$ cat src/rtl/chp_pkg.sv
package chp_pkg;

    localparam int MAX_POINTS = 16;
    localparam int FRAC_BITS  = 16;

    localparam int IDX_W   = $clog2(MAX_POINTS);
    localparam int NUM_W   = IDX_W + 1;
    localparam int CNT_W   = 5;
    localparam int COORD_W = 32;
    localparam int DELTA_W = 17;
    localparam int PROG_W  = 16;
    localparam int SEG_W   = 4;
    localparam int LOAD_W  = 4;

    localparam logic [CNT_W-1:0] POINT_COUNT_RESET = CNT_W'(4);

    localparam logic KIND_LOAD = 1'b0;
    localparam logic KIND_TICK = 1'b1;

    typedef struct packed {
        logic                      kind;
        logic [LOAD_W-1:0]         load_index;
        logic signed [COORD_W-1:0] point_x;
        logic signed [COORD_W-1:0] point_y;
        logic signed [COORD_W-1:0] point_z;
        logic [DELTA_W-1:0]        delta;
    } t_in_item;

    typedef struct packed {
        logic signed [COORD_W-1:0] pos_x;
        logic signed [COORD_W-1:0] pos_y;
        logic signed [COORD_W-1:0] pos_z;
        logic [PROG_W-1:0]         progress;
        logic [SEG_W-1:0]          segment_index;
    } t_out_item;

    typedef struct packed {
        logic signed [COORD_W-1:0] x;
        logic signed [COORD_W-1:0] y;
        logic signed [COORD_W-1:0] z;
    } t_point;

    typedef struct packed {
        logic             en;
        logic [IDX_W-1:0] addr;
    } t_rd_req;

endpackage

$ cat src/rtl/chp_point_ram.sv
module chp_point_ram (
    input  logic                        i_clk,
    input  logic                        i_we,
    input  logic [chp_pkg::IDX_W-1:0]   i_waddr,
    input  chp_pkg::t_point             i_wdata,
    input  chp_pkg::t_rd_req            i_rd,
    output chp_pkg::t_point             o_rdata
);

    chp_pkg::t_point r_mem [chp_pkg::MAX_POINTS];
    chp_pkg::t_point r_rdata;

    always_ff @(posedge i_clk) begin
        if (i_we) begin
            r_mem[i_waddr] <= i_wdata;
        end
        if (i_rd.en) begin
            r_rdata <= r_mem[i_rd.addr];
        end
    end

    assign o_rdata = r_rdata;

endmodule

$ cat src/rtl/chp_engine.sv
module chp_engine (
    input  logic                          i_clk,
    input  logic                          i_rst_n,
    input  logic                          i_start,
    input  logic [chp_pkg::DELTA_W-1:0]   i_delta,
    input  logic [chp_pkg::CNT_W-1:0]     i_point_count,
    input  logic                          i_res_ready,
    input  chp_pkg::t_point               i_rd_data,
    output chp_pkg::t_rd_req              o_rd,
    output logic                          o_busy,
    output logic                          o_res_valid,
    output chp_pkg::t_out_item            o_res
);

    localparam int IDX_W   = chp_pkg::IDX_W;
    localparam int NUM_W   = chp_pkg::NUM_W;
    localparam int F       = chp_pkg::FRAC_BITS;
    localparam int H_W     = F + 3;
    localparam int HC_W    = H_W + 1;
    localparam int PROD_W  = H_W + chp_pkg::COORD_W;
    localparam int ACC_W   = PROD_W + 3;
    localparam int SH_W    = ACC_W - F;
    localparam int SUM_W   = chp_pkg::DELTA_W + 1;

    localparam logic [1:0] AX_X = 2'd0;
    localparam logic [1:0] AX_Y = 2'd1;
    localparam logic [1:0] AX_Z = 2'd2;
    localparam logic [1:0] LAST_PT = 2'd3;

    typedef enum logic [2:0] {
        S_IDLE, S_ADV, S_SQ, S_CUBE, S_BASIS, S_MAC, S_DRAIN, S_FIN
    } t_state;

    t_state                     r_state;
    logic [F-1:0]               r_progress;
    logic [IDX_W-1:0]           r_start;
    logic [chp_pkg::DELTA_W-1:0] r_delta;
    logic [F-1:0]               r_t2;
    logic signed [H_W-1:0]      r_h   [4];
    logic [IDX_W-1:0]           r_idx [4];
    logic [1:0]                 r_k;
    logic [1:0]                 r_ax;
    logic signed [PROD_W-1:0]   r_prod;
    logic                       r_pvalid;
    logic [1:0]                 r_pax;
    logic signed [ACC_W-1:0]    r_acc [3];

    logic [NUM_W-1:0]           w_n;
    logic [IDX_W-1:0]           w_s0;
    logic [SUM_W-1:0]           w_sum;
    logic                       w_wrap;
    logic [IDX_W-1:0]           w_s;
    logic [IDX_W-1:0]           w_e;
    logic [IDX_W-1:0]           w_p;
    logic [IDX_W-1:0]           w_a;
    logic signed [H_W-1:0]      w_mul_a;
    logic signed [chp_pkg::COORD_W-1:0] w_mul_b;
    logic signed [PROD_W-1:0]   w_prod;
    logic signed [HC_W-1:0]     w_t;
    logic signed [HC_W-1:0]     w_t2;
    logic signed [HC_W-1:0]     w_t3;
    logic signed [HC_W-1:0]     w_one;

    function automatic logic [IDX_W-1:0] wrap_inc(input logic [IDX_W-1:0] x,
                                                  input logic [NUM_W-1:0] n);
        logic [NUM_W-1:0] nx;
        nx = {1'b0, x} + NUM_W'(1);
        return (nx >= n) ? '0 : nx[IDX_W-1:0];
    endfunction

    function automatic logic signed [chp_pkg::COORD_W-1:0] round_sat(
        input logic signed [ACC_W-1:0] acc);
        logic signed [ACC_W-1:0] rnd;
        logic signed [SH_W-1:0]  sh;
        logic signed [SH_W-1:0]  hi;
        logic signed [SH_W-1:0]  lo;
        rnd = acc + ACC_W'(1 << (F - 1));
        sh  = SH_W'(rnd >>> F);
        hi  = SH_W'(32'sh7fffffff);
        lo  = SH_W'(-32'sh7fffffff - 1);
        if (sh > hi) begin
            return 32'sh7fffffff;
        end else if (sh < lo) begin
            return -32'sh7fffffff - 1;
        end
        return sh[chp_pkg::COORD_W-1:0];
    endfunction

    always_comb begin
        if (i_point_count == '0) begin
            w_n = NUM_W'(1);
        end else if (32'(i_point_count) > chp_pkg::MAX_POINTS) begin
            w_n = NUM_W'(chp_pkg::MAX_POINTS);
        end else begin
            w_n = NUM_W'(i_point_count);
        end
        w_s0   = ({1'b0, r_start} >= w_n) ? '0 : r_start;
        w_sum  = SUM_W'(r_progress) + SUM_W'(r_delta);
        w_wrap = w_sum >= SUM_W'(1 << F);
        w_s    = w_wrap ? wrap_inc(w_s0, w_n) : w_s0;
        w_e    = wrap_inc(w_s, w_n);
        w_a    = wrap_inc(w_e, w_n);
        w_p    = (w_s == '0) ? IDX_W'(w_n - NUM_W'(1)) : w_s - IDX_W'(1);
    end

    always_comb begin
        w_mul_a = '0;
        w_mul_b = '0;
        case (r_state)
            S_SQ: begin
                w_mul_a = $signed({{(H_W - F){1'b0}}, r_progress});
                w_mul_b = $signed({{(chp_pkg::COORD_W - F){1'b0}}, r_progress});
            end
            S_CUBE: begin
                w_mul_a = $signed({{(H_W - F){1'b0}}, r_prod[2*F-1:F]});
                w_mul_b = $signed({{(chp_pkg::COORD_W - F){1'b0}}, r_progress});
            end
            S_MAC: begin
                w_mul_a = r_h[r_k];
                case (r_ax)
                    AX_X:    w_mul_b = i_rd_data.x;
                    AX_Y:    w_mul_b = i_rd_data.y;
                    default: w_mul_b = i_rd_data.z;
                endcase
            end
            default: begin
                w_mul_a = '0;
                w_mul_b = '0;
            end
        endcase
        w_prod = PROD_W'(w_mul_a) * PROD_W'(w_mul_b);
    end

    always_comb begin
        w_t   = $signed({{(HC_W - F){1'b0}}, r_progress});
        w_t2  = $signed({{(HC_W - F){1'b0}}, r_t2});
        w_t3  = $signed({{(HC_W - F){1'b0}}, r_prod[2*F-1:F]});
        w_one = HC_W'(1 << F);
    end

    always_comb begin
        o_rd.en   = 1'b0;
        o_rd.addr = r_idx[0];
        if (r_state == S_BASIS) begin
            o_rd.en = 1'b1;
        end else if (r_state == S_MAC && r_ax == AX_Z && r_k != LAST_PT) begin
            o_rd.en   = 1'b1;
            o_rd.addr = r_idx[2'(r_k + 2'd1)];
        end
    end

    assign o_busy      = r_state != S_IDLE;
    assign o_res_valid = (r_state == S_FIN) && i_res_ready;

    always_comb begin
        o_res.pos_x         = round_sat(r_acc[0]);
        o_res.pos_y         = round_sat(r_acc[1]);
        o_res.pos_z         = round_sat(r_acc[2]);
        o_res.progress      = r_progress;
        o_res.segment_index = chp_pkg::SEG_W'(r_start);
    end

    always_ff @(posedge i_clk) begin
        if (!i_rst_n) begin
            r_state    <= S_IDLE;
            r_progress <= '0;
            r_start    <= '0;
            r_k        <= '0;
            r_ax       <= '0;
            r_pvalid   <= 1'b0;
        end else begin
            r_pvalid <= r_state == S_MAC;
            r_pax    <= r_ax;
            if (r_pvalid) begin
                r_acc[r_pax] <= r_acc[r_pax] + ACC_W'(r_prod);
            end
            case (r_state)
                S_IDLE: begin
                    if (i_start) begin
                        r_delta <= i_delta;
                        r_state <= S_ADV;
                    end
                end
                S_ADV: begin
                    r_progress <= w_wrap ? '0 : w_sum[F-1:0];
                    r_start    <= w_s;
                    r_idx[0]   <= w_s;
                    r_idx[1]   <= w_e;
                    r_idx[2]   <= w_p;
                    r_idx[3]   <= w_a;
                    r_state    <= S_SQ;
                end
                S_SQ: begin
                    r_prod  <= w_prod;
                    r_state <= S_CUBE;
                end
                S_CUBE: begin
                    r_t2    <= r_prod[2*F-1:F];
                    r_prod  <= w_prod;
                    r_state <= S_BASIS;
                end
                S_BASIS: begin
                    r_h[0]   <= H_W'(w_t3 + w_t3 - (w_t2 + w_t2 + w_t2) + w_one);
                    r_h[1]   <= H_W'(w_t2 + w_t2 + w_t2 - (w_t3 + w_t3));
                    r_h[2]   <= H_W'(w_t3 - (w_t2 + w_t2) + w_t);
                    r_h[3]   <= H_W'(w_t3 - w_t2);
                    r_acc[0] <= '0;
                    r_acc[1] <= '0;
                    r_acc[2] <= '0;
                    r_k      <= '0;
                    r_ax     <= AX_X;
                    r_state  <= S_MAC;
                end
                S_MAC: begin
                    r_prod <= w_prod;
                    if (r_ax == AX_Z) begin
                        r_ax <= AX_X;
                        r_k  <= r_k + 2'd1;
                        if (r_k == LAST_PT) begin
                            r_state <= S_DRAIN;
                        end
                    end else begin
                        r_ax <= r_ax + 2'd1;
                    end
                end
                S_DRAIN: begin
                    r_state <= S_FIN;
                end
                S_FIN: begin
                    if (i_res_ready) begin
                        r_state <= S_IDLE;
                    end
                end
                default: begin
                    r_state <= S_IDLE;
                end
            endcase
        end
    end

endmodule

$ cat src/rtl/closed_loop_hermite_path_follower_top.sv
// Closed-loop cubic Hermite path follower.
// Input channel (i_in_valid / o_in_stall, payload i_in_data): a load
// transaction writes one control point into the point memory and gives no
// result; a tick transaction advances progress by delta, steps the segment
// index round the loop when progress reaches 1.0, and gives one result.
// Output channel (o_out_valid / i_out_stall, payload o_out_data): position
// saturated to Q16.16 per axis, progress and segment index after the tick.
// Configuration channel (i_cfg_valid / o_cfg_ready, i_cfg_data): point count,
// always ready; write it only while the block is idle.
// A load is written when accepted and does not stall the input. A tick
// steps through advance, square, cube, basis, multiply-accumulate, drain
// and finish states, and no new transaction is taken until it is done:
// one shared 19x32 multiplier forms t^2, t^3 and then the twelve
// basis-by-coordinate products, fed by a one-read-port point memory read
// four times. The input is stalled while a tick is in progress.
// A finished result sits in the output register; the next transaction is
// taken while it waits, and a later tick holds in its last step until the
// receiver has taken the earlier result.
// Reset clears progress and segment index to zero and the point count to 4;
// point memory contents are undefined until loaded.
module closed_loop_hermite_path_follower_top (
    input  logic                          i_clk,
    input  logic                          i_rst_n,
    input  logic                          i_in_valid,
    output logic                          o_in_stall,
    input  chp_pkg::t_in_item             i_in_data,
    output logic                          o_out_valid,
    input  logic                          i_out_stall,
    output chp_pkg::t_out_item            o_out_data,
    input  logic                          i_cfg_valid,
    output logic                          o_cfg_ready,
    input  logic [chp_pkg::CNT_W-1:0]     i_cfg_data
);

    logic [chp_pkg::CNT_W-1:0] r_point_count;
    logic                      r_out_valid;
    chp_pkg::t_out_item        r_out_data;

    logic                      w_in_accept;
    logic                      w_mem_we;
    logic                      w_start;
    logic                      w_busy;
    logic                      w_res_ready;
    logic                      w_res_valid;
    chp_pkg::t_out_item        w_res;
    chp_pkg::t_point           w_wdata;
    chp_pkg::t_point           w_rdata;
    chp_pkg::t_rd_req          w_rd;

    assign o_cfg_ready = 1'b1;
    assign o_in_stall  = w_busy;
    assign w_in_accept = i_in_valid && !o_in_stall;
    assign w_mem_we    = w_in_accept && (i_in_data.kind == chp_pkg::KIND_LOAD)
                         && (32'(i_in_data.load_index) < chp_pkg::MAX_POINTS);
    assign w_start     = w_in_accept && (i_in_data.kind == chp_pkg::KIND_TICK);
    assign w_res_ready = !r_out_valid || !i_out_stall;

    assign w_wdata.x = i_in_data.point_x;
    assign w_wdata.y = i_in_data.point_y;
    assign w_wdata.z = i_in_data.point_z;

    always_ff @(posedge i_clk) begin
        if (!i_rst_n) begin
            r_point_count <= chp_pkg::POINT_COUNT_RESET;
        end else if (i_cfg_valid && o_cfg_ready) begin
            r_point_count <= i_cfg_data;
        end
    end

    chp_point_ram u_ram (
        .i_clk   (i_clk),
        .i_we    (w_mem_we),
        .i_waddr (chp_pkg::IDX_W'(i_in_data.load_index)),
        .i_wdata (w_wdata),
        .i_rd    (w_rd),
        .o_rdata (w_rdata)
    );

    chp_engine u_engine (
        .i_clk         (i_clk),
        .i_rst_n       (i_rst_n),
        .i_start       (w_start),
        .i_delta       (i_in_data.delta),
        .i_point_count (r_point_count),
        .i_res_ready   (w_res_ready),
        .i_rd_data     (w_rdata),
        .o_rd          (w_rd),
        .o_busy        (w_busy),
        .o_res_valid   (w_res_valid),
        .o_res         (w_res)
    );

    always_ff @(posedge i_clk) begin
        if (!i_rst_n) begin
            r_out_valid <= 1'b0;
        end else if (w_res_valid) begin
            r_out_valid <= 1'b1;
        end else if (!i_out_stall) begin
            r_out_valid <= 1'b0;
        end
        if (w_res_valid) begin
            r_out_data <= w_res;
        end
    end

    assign o_out_valid = r_out_valid;
    assign o_out_data  = r_out_data;

    a_no_overwrite: assert property (@(posedge i_clk) disable iff (!i_rst_n)
        w_res_valid |-> (!r_out_valid || !i_out_stall))
        else $error("result overwrites a pending transaction");

    a_tick_stalls: assert property (@(posedge i_clk) disable iff (!i_rst_n)
        w_start |=> o_in_stall)
        else $error("input not stalled after tick");

    a_no_rw_clash: assert property (@(posedge i_clk) disable iff (!i_rst_n)
        !(w_mem_we && w_rd.en))
        else $error("point write and read in the same cycle");

    a_res_in_busy: assert property (@(posedge i_clk) disable iff (!i_rst_n)
        w_res_valid |-> w_busy)
        else $error("result outside a tick");

endmodule
$ cat config.mk
export PLATFORM = sky130hd
export DESIGN_NAME = closed_loop_hermite_path_follower_top
export DESIGN_NICKNAME = d
export VERILOG_FILES = /design/src/rtl/chp_pkg.sv /design/src/rtl/chp_point_ram.sv /design/src/rtl/chp_engine.sv /design/src/rtl/closed_loop_hermite_path_follower_top.sv
export SDC_FILE = /design/constraint.sdc
export NUM_CORES = 2
export LEC_CHECK = 0
export ABC_CLOCK_PERIOD_IN_PS = 18050
export BUFFER_PORTS_ARGS = -buffer_cell sky130_fd_sc_hd__buf_2
export CAP_MARGIN = 20
export CELL_PAD_IN_SITES_DETAIL_PLACEMENT = 1
export CELL_PAD_IN_SITES_GLOBAL_PLACEMENT = 1
export CORE_MARGIN = 4
export CORE_UTILIZATION = 30
export DETAILED_ROUTE_END_ITERATION = 16
export GPL_TIMING_DRIVEN = 0
export MAX_ROUTING_LAYER = met4
export PLACE_DENSITY = 0.56
export SYNTH_ARGS = -nofsm -noshare
export SYNTH_HDL_FRONTEND = slang
export SYNTH_HIERARCHICAL = 1
export SYNTH_SLANG_ARGS = --single-unit
$ cat constraint.sdc
create_clock -name i_clk -period 18.05 [get_ports i_clk]
set_input_delay 0.9025 -clock i_clk [delete_from_list [all_inputs] [get_ports i_clk]]
set_output_delay 0.9025 -clock i_clk [all_outputs]
set_load 0.01 [all_outputs]
==> flow_summary.json <==
{
  "placeableCoreArea_mm2": 0.376,
  "min_period_over_period_pct": 64.6,
  "final-setup-viol-count": 0,
  "largest_net_degree_at_the_start_of_global_routing": 58,
  "min-delay-path-class": "primary input to flop",
  "power_per_cell_area_mw_per_mm2": 95.5,
  "row_count": 225,
  "number_of_flops_mapped_to_enable_cells_by_yosys": 1977,
  "die_height_um": 623,
  "maximum_number_of_buffers_from_clock_root_to_sink": 4,
  "setup.worst_path.class": "flop to flop",
  "fin_skew_ns": 0.109,
  "clock_latency_late_sink_ns": 0.94,
  "timing.final.max_slew_violations": 0,
  "yosysWarnings": 6,
  "worstPathMaxFanout": 10,
  "grt_antenna_before_repair": 59,
  "fp.dieW_um": 623,
  "post_synth_inst_count": 8135,
  "achievable-frequency_ghz": 0.0857,
  "postSynth.topFlopCell": "sky130_fd_sc_hd__edfxtp_1",
  "clk_pin_slew_worst_setup_hold_paths_ns": 0.06,
  "final.min_clock_period_ns": 11.66,
  "max-vdd-ir-drop_v": 0.0000842,
  "global_route.usage.total_pct": 19.6,
  "timing.critical_path.slowest_cell_delay_ns": 0.89,
  "syn_to_final_growth_pct": 15.7,
  "hold_buffers": 0,
  "route.final.wire_length_mm": 376,
  "first_global_vias": 76200,
  "first_pass_iters": 6,
  "hpwl_after_detailed_placement_mm": 284,
  "netlist.area_leader.share_pct": 52.4,
  "post_synth.cell_area_avg_um2": 13.9,
  "post_cts_resized": 0,
  "cts.htree.levels": 4,
  "timing.critical_path.slowest_stage_cell": "sky130_fd_sc_hd__buf_1",
  "drt.antenna.violating_nets": 0,
  "tritoncts": "built",
  "maxSlewHeadroom_pct": 9.53,
  "worstSetupEndpointType": "flop",
  "grt_first_pass_wirelength_mm": 546,
  "numCtsBuffers": 235,
  "synth_area_leaders": "sky130_fd_sc_hd__edfxtp_1, sky130_fd_sc_hd__fa_1, sky130_fd_sc_hd__mux4_2",
  "status": "finished clean",
  "die_area_mm2": 0.388,
  "wl_per_cell_um": 26.8,
  "clk_root_buffer_cell": "sky130_fd_sc_hd__clkbuf_16",
  "layout-drive-gt1-share_pct": 14.7,
  "synth_seq_area_share_pct": 55.9,
  "share_of_the_core_filled_with_cells_in_the_final_layout_pct": 34.9,
  "yosys_top_cell_by_area": "sky130_fd_sc_hd__edfxtp_1",
  "postCtsSetupRepairBufs": 0,
  "postSynthNetCount": 9209,
  "post_synth_instance_area_mm2": 0.113,
  "gr-total-overflow": 0,
  "finalWorstSetupSlack_ns": 6.39,
  "post_synth_num_cell_types": 86,
  "ffs_w_async_s_r_synth_pct": 0,
  "vias": 71000,
  "critPathMostFrequentCell": "sky130_fd_sc_hd__fa_1",
  "dp_worst_setup_slack_ns": 6.49,
  "drt_iter0_drc": 5646,
  "finish.net_count": 9839,
  "p_leak_nw": 47.2,
  "post_route_drc": 0,
  "maxCapViolCount": 0,
  "post_drt_via_cell_ratio": 5.07,
  "yosys_register_bits": 2177,
  "tritoncts_num_sinks": 2177,
  "finalHoldViolCount": 0,
  "unrepaired_setup_endpoints_after_global_routing": "false",
  "effective_utilization_at_floorplan_pct": 30.1,
  "ios": 247,
  "worstMarginPinSlew_ns": 1.36,
  "gp_congestion": 0.943,
  "critical_path_required_ns": 18.63,
  "port-buffer-count": 244,
  "critical_path_arrival_ns": 12.25,
  "setup.worst_path.start_class": "flop",
  "finalSetupTns_ns": 0
}
-- worst paths after layout --
kind	from	end	slack (ns)	cells after the start
setup / recovery	u_engine/r_ax[0]	u_engine/r_prod[48]	6.39	29
hold / removal	i_cfg_data[2]	r_point_count[2]	0.19	3
setup reg to reg	u_engine/r_ax[0]	u_engine/r_prod[48]	6.39	29
hold reg to reg	u_engine/r_ax[0]	u_engine/r_pax[0]	0.44	0
-- report_power, final --
group          switching, mW  total (mW)  internal [mW]
combinational           1.20        1.88          0.678
clock                   2.06        4.84           2.79
sequential             0.110        5.81           5.70
total                   3.36        12.5           9.16
-- critical path, delay by kind of cell, from the launching register on --
family	cells	cell delay, ns
adder cells (fa/ha/maj)	8	3.90
multiplexers	1	0.40
buffers and inverters	6	2.65
XOR/XNOR	1	0.17
flip-flops	1	0.33
AO/OA/AOI/OAI	9	3.09
AND/OR/NAND/NOR	4	0.79
-- flip-flops by register name, summed over array words and instances (netlist names), 3 cells and up, named ones only --
signal / count
o_out_data: 116
u_ram/o_rdata: 96
u_engine/r_idx: 16
u_engine/r_t2: 16
u_engine/r_delta: 17
u_engine/r_state: 3
u_ram/r_mem: 1536
u_engine/r_progress: 16
u_engine/r_h: 73
r_point_count: 5
u_engine/r_start: 4
u_engine/r_prod: 51
u_engine/r_acc: 216
-- final cells by class --
| cell class | count | area [um2] |
|---|---|---|
| Buffer | 374 | 1670 |
| Fill cell | 39800 | 245000 |
| Tap cell | 4994 | 6250 |
| Clock inverter | 146 | 1480 |
| Timing Repair Buffer | 393 | 3630 |
| Sequential cell | 2177 | 63400 |
| Inverter | 714 | 2680 |
| Antenna cell | 40 | 100 |
| Clock buffer | 283 | 6200 |
| Multi-Input combinational cell | 4870 | 45900 |
-- cells in the final DEF, fill, tap and decap left out, types with 47 or more instances in the layout --
cell / synthesis / layout
sky130_fd_sc_hd__edfxtp_1: 1977 / 1977
sky130_fd_sc_hd__nand2_1: 991 / 991
sky130_fd_sc_hd__inv_1: 711 / 711
sky130_fd_sc_hd__fa_1: 596 / 596
sky130_fd_sc_hd__mux4_2: 453 / 453
sky130_fd_sc_hd__nor2_1: 445 / 431
sky130_fd_sc_hd__ha_1: 350 / 350
sky130_fd_sc_hd__a21oi_1: 333 / 331
sky130_fd_sc_hd__clkbuf_1: 266 / 305
sky130_fd_sc_hd__buf_2: 16 / 265
sky130_fd_sc_hd__o21ai_0: 253 / 253
sky130_fd_sc_hd__clkbuf_16: 0 / 240
sky130_fd_sc_hd__dfxtp_1: 200 / 200
sky130_fd_sc_hd__a22oi_1: 200 / 200
sky130_fd_sc_hd__xnor2_1: 171 / 171
sky130_fd_sc_hd__xor2_1: 116 / 116
sky130_fd_sc_hd__nand3_1: 112 / 112
sky130_fd_sc_hd__buf_6: 22 / 79
sky130_fd_sc_hd__nor3_1: 76 / 70
sky130_fd_sc_hd__a21o_1: 70 / 70
sky130_fd_sc_hd__mux2i_1: 62 / 62
sky130_fd_sc_hd__o21a_1: 59 / 59
sky130_fd_sc_hd__buf_12: 0 / 56
sky130_fd_sc_hd__clkinv_1: 1 / 55
sky130_fd_sc_hd__buf_1: 49 / 48
sky130_fd_sc_hd__nand4_1: 47 / 47
-- per-layer routing --
layer  vias to the layer above  routed length, um  global-route usage [%]
met5                         -                  0                       -
met4                         0              11600                    5.32
met3                       508              19200                    2.82
met2                      1873             189000                    33.5
met1                     37600             156000                    24.4
li1                      30900                  -                       -
-- cell usage after synthesis (all sizes together) (10+ instances only) --
library cell,n
or2,12
a211oi,44
buf,107
nand3,112
xnor2,172
o211ai,11
edfxtp,1977
nand2b,43
a21oi,334
mux2,12
xor2,116
o31ai,19
o21ai,257
a22oi,200
a22o,18
inv,713
o21bai,23
o21a,59
and4,10
mux2i,62
dfxtp,200
mux4,453
and3,29
or3,21
a21boi,12
nor4,31
o31a,10
nor2b,38
clkbuf,267
nand4,47
and2,41
a21o,70
nor3,79
a31oi,34
nand2,992
fa,596
ha,350
nor2,445
-- cells by family (layout without fill, tap and decap cells) --
group,after synthesis,after routing,synth area share [%]
flops,2177,2177,55.9
simple gates,1938,1938,7.44
compound gates,1170,1170,6.55
buf+inv,1088,1910,3.83
fa+ha+maj,946,946,14.4
mux,527,527,9.67
xor+xnor,288,288,2.24
other cells,1,41,0.00331
-- through the flow --
step	power (mW)	std cells	cell area (um2)	hold slack [ns]
after floorplan	7.05	8135	113000	0.406
after global placement	7.75	13400	121000	0.422
after detailed placement	7.81	13500	123000	0.424
after CTS	12.7	13900	131000	0.0971
after global routing	13.1	14000	131000	0.151
final	12.5	14000	131000	0.195
(Power assumes the default switching activity.)
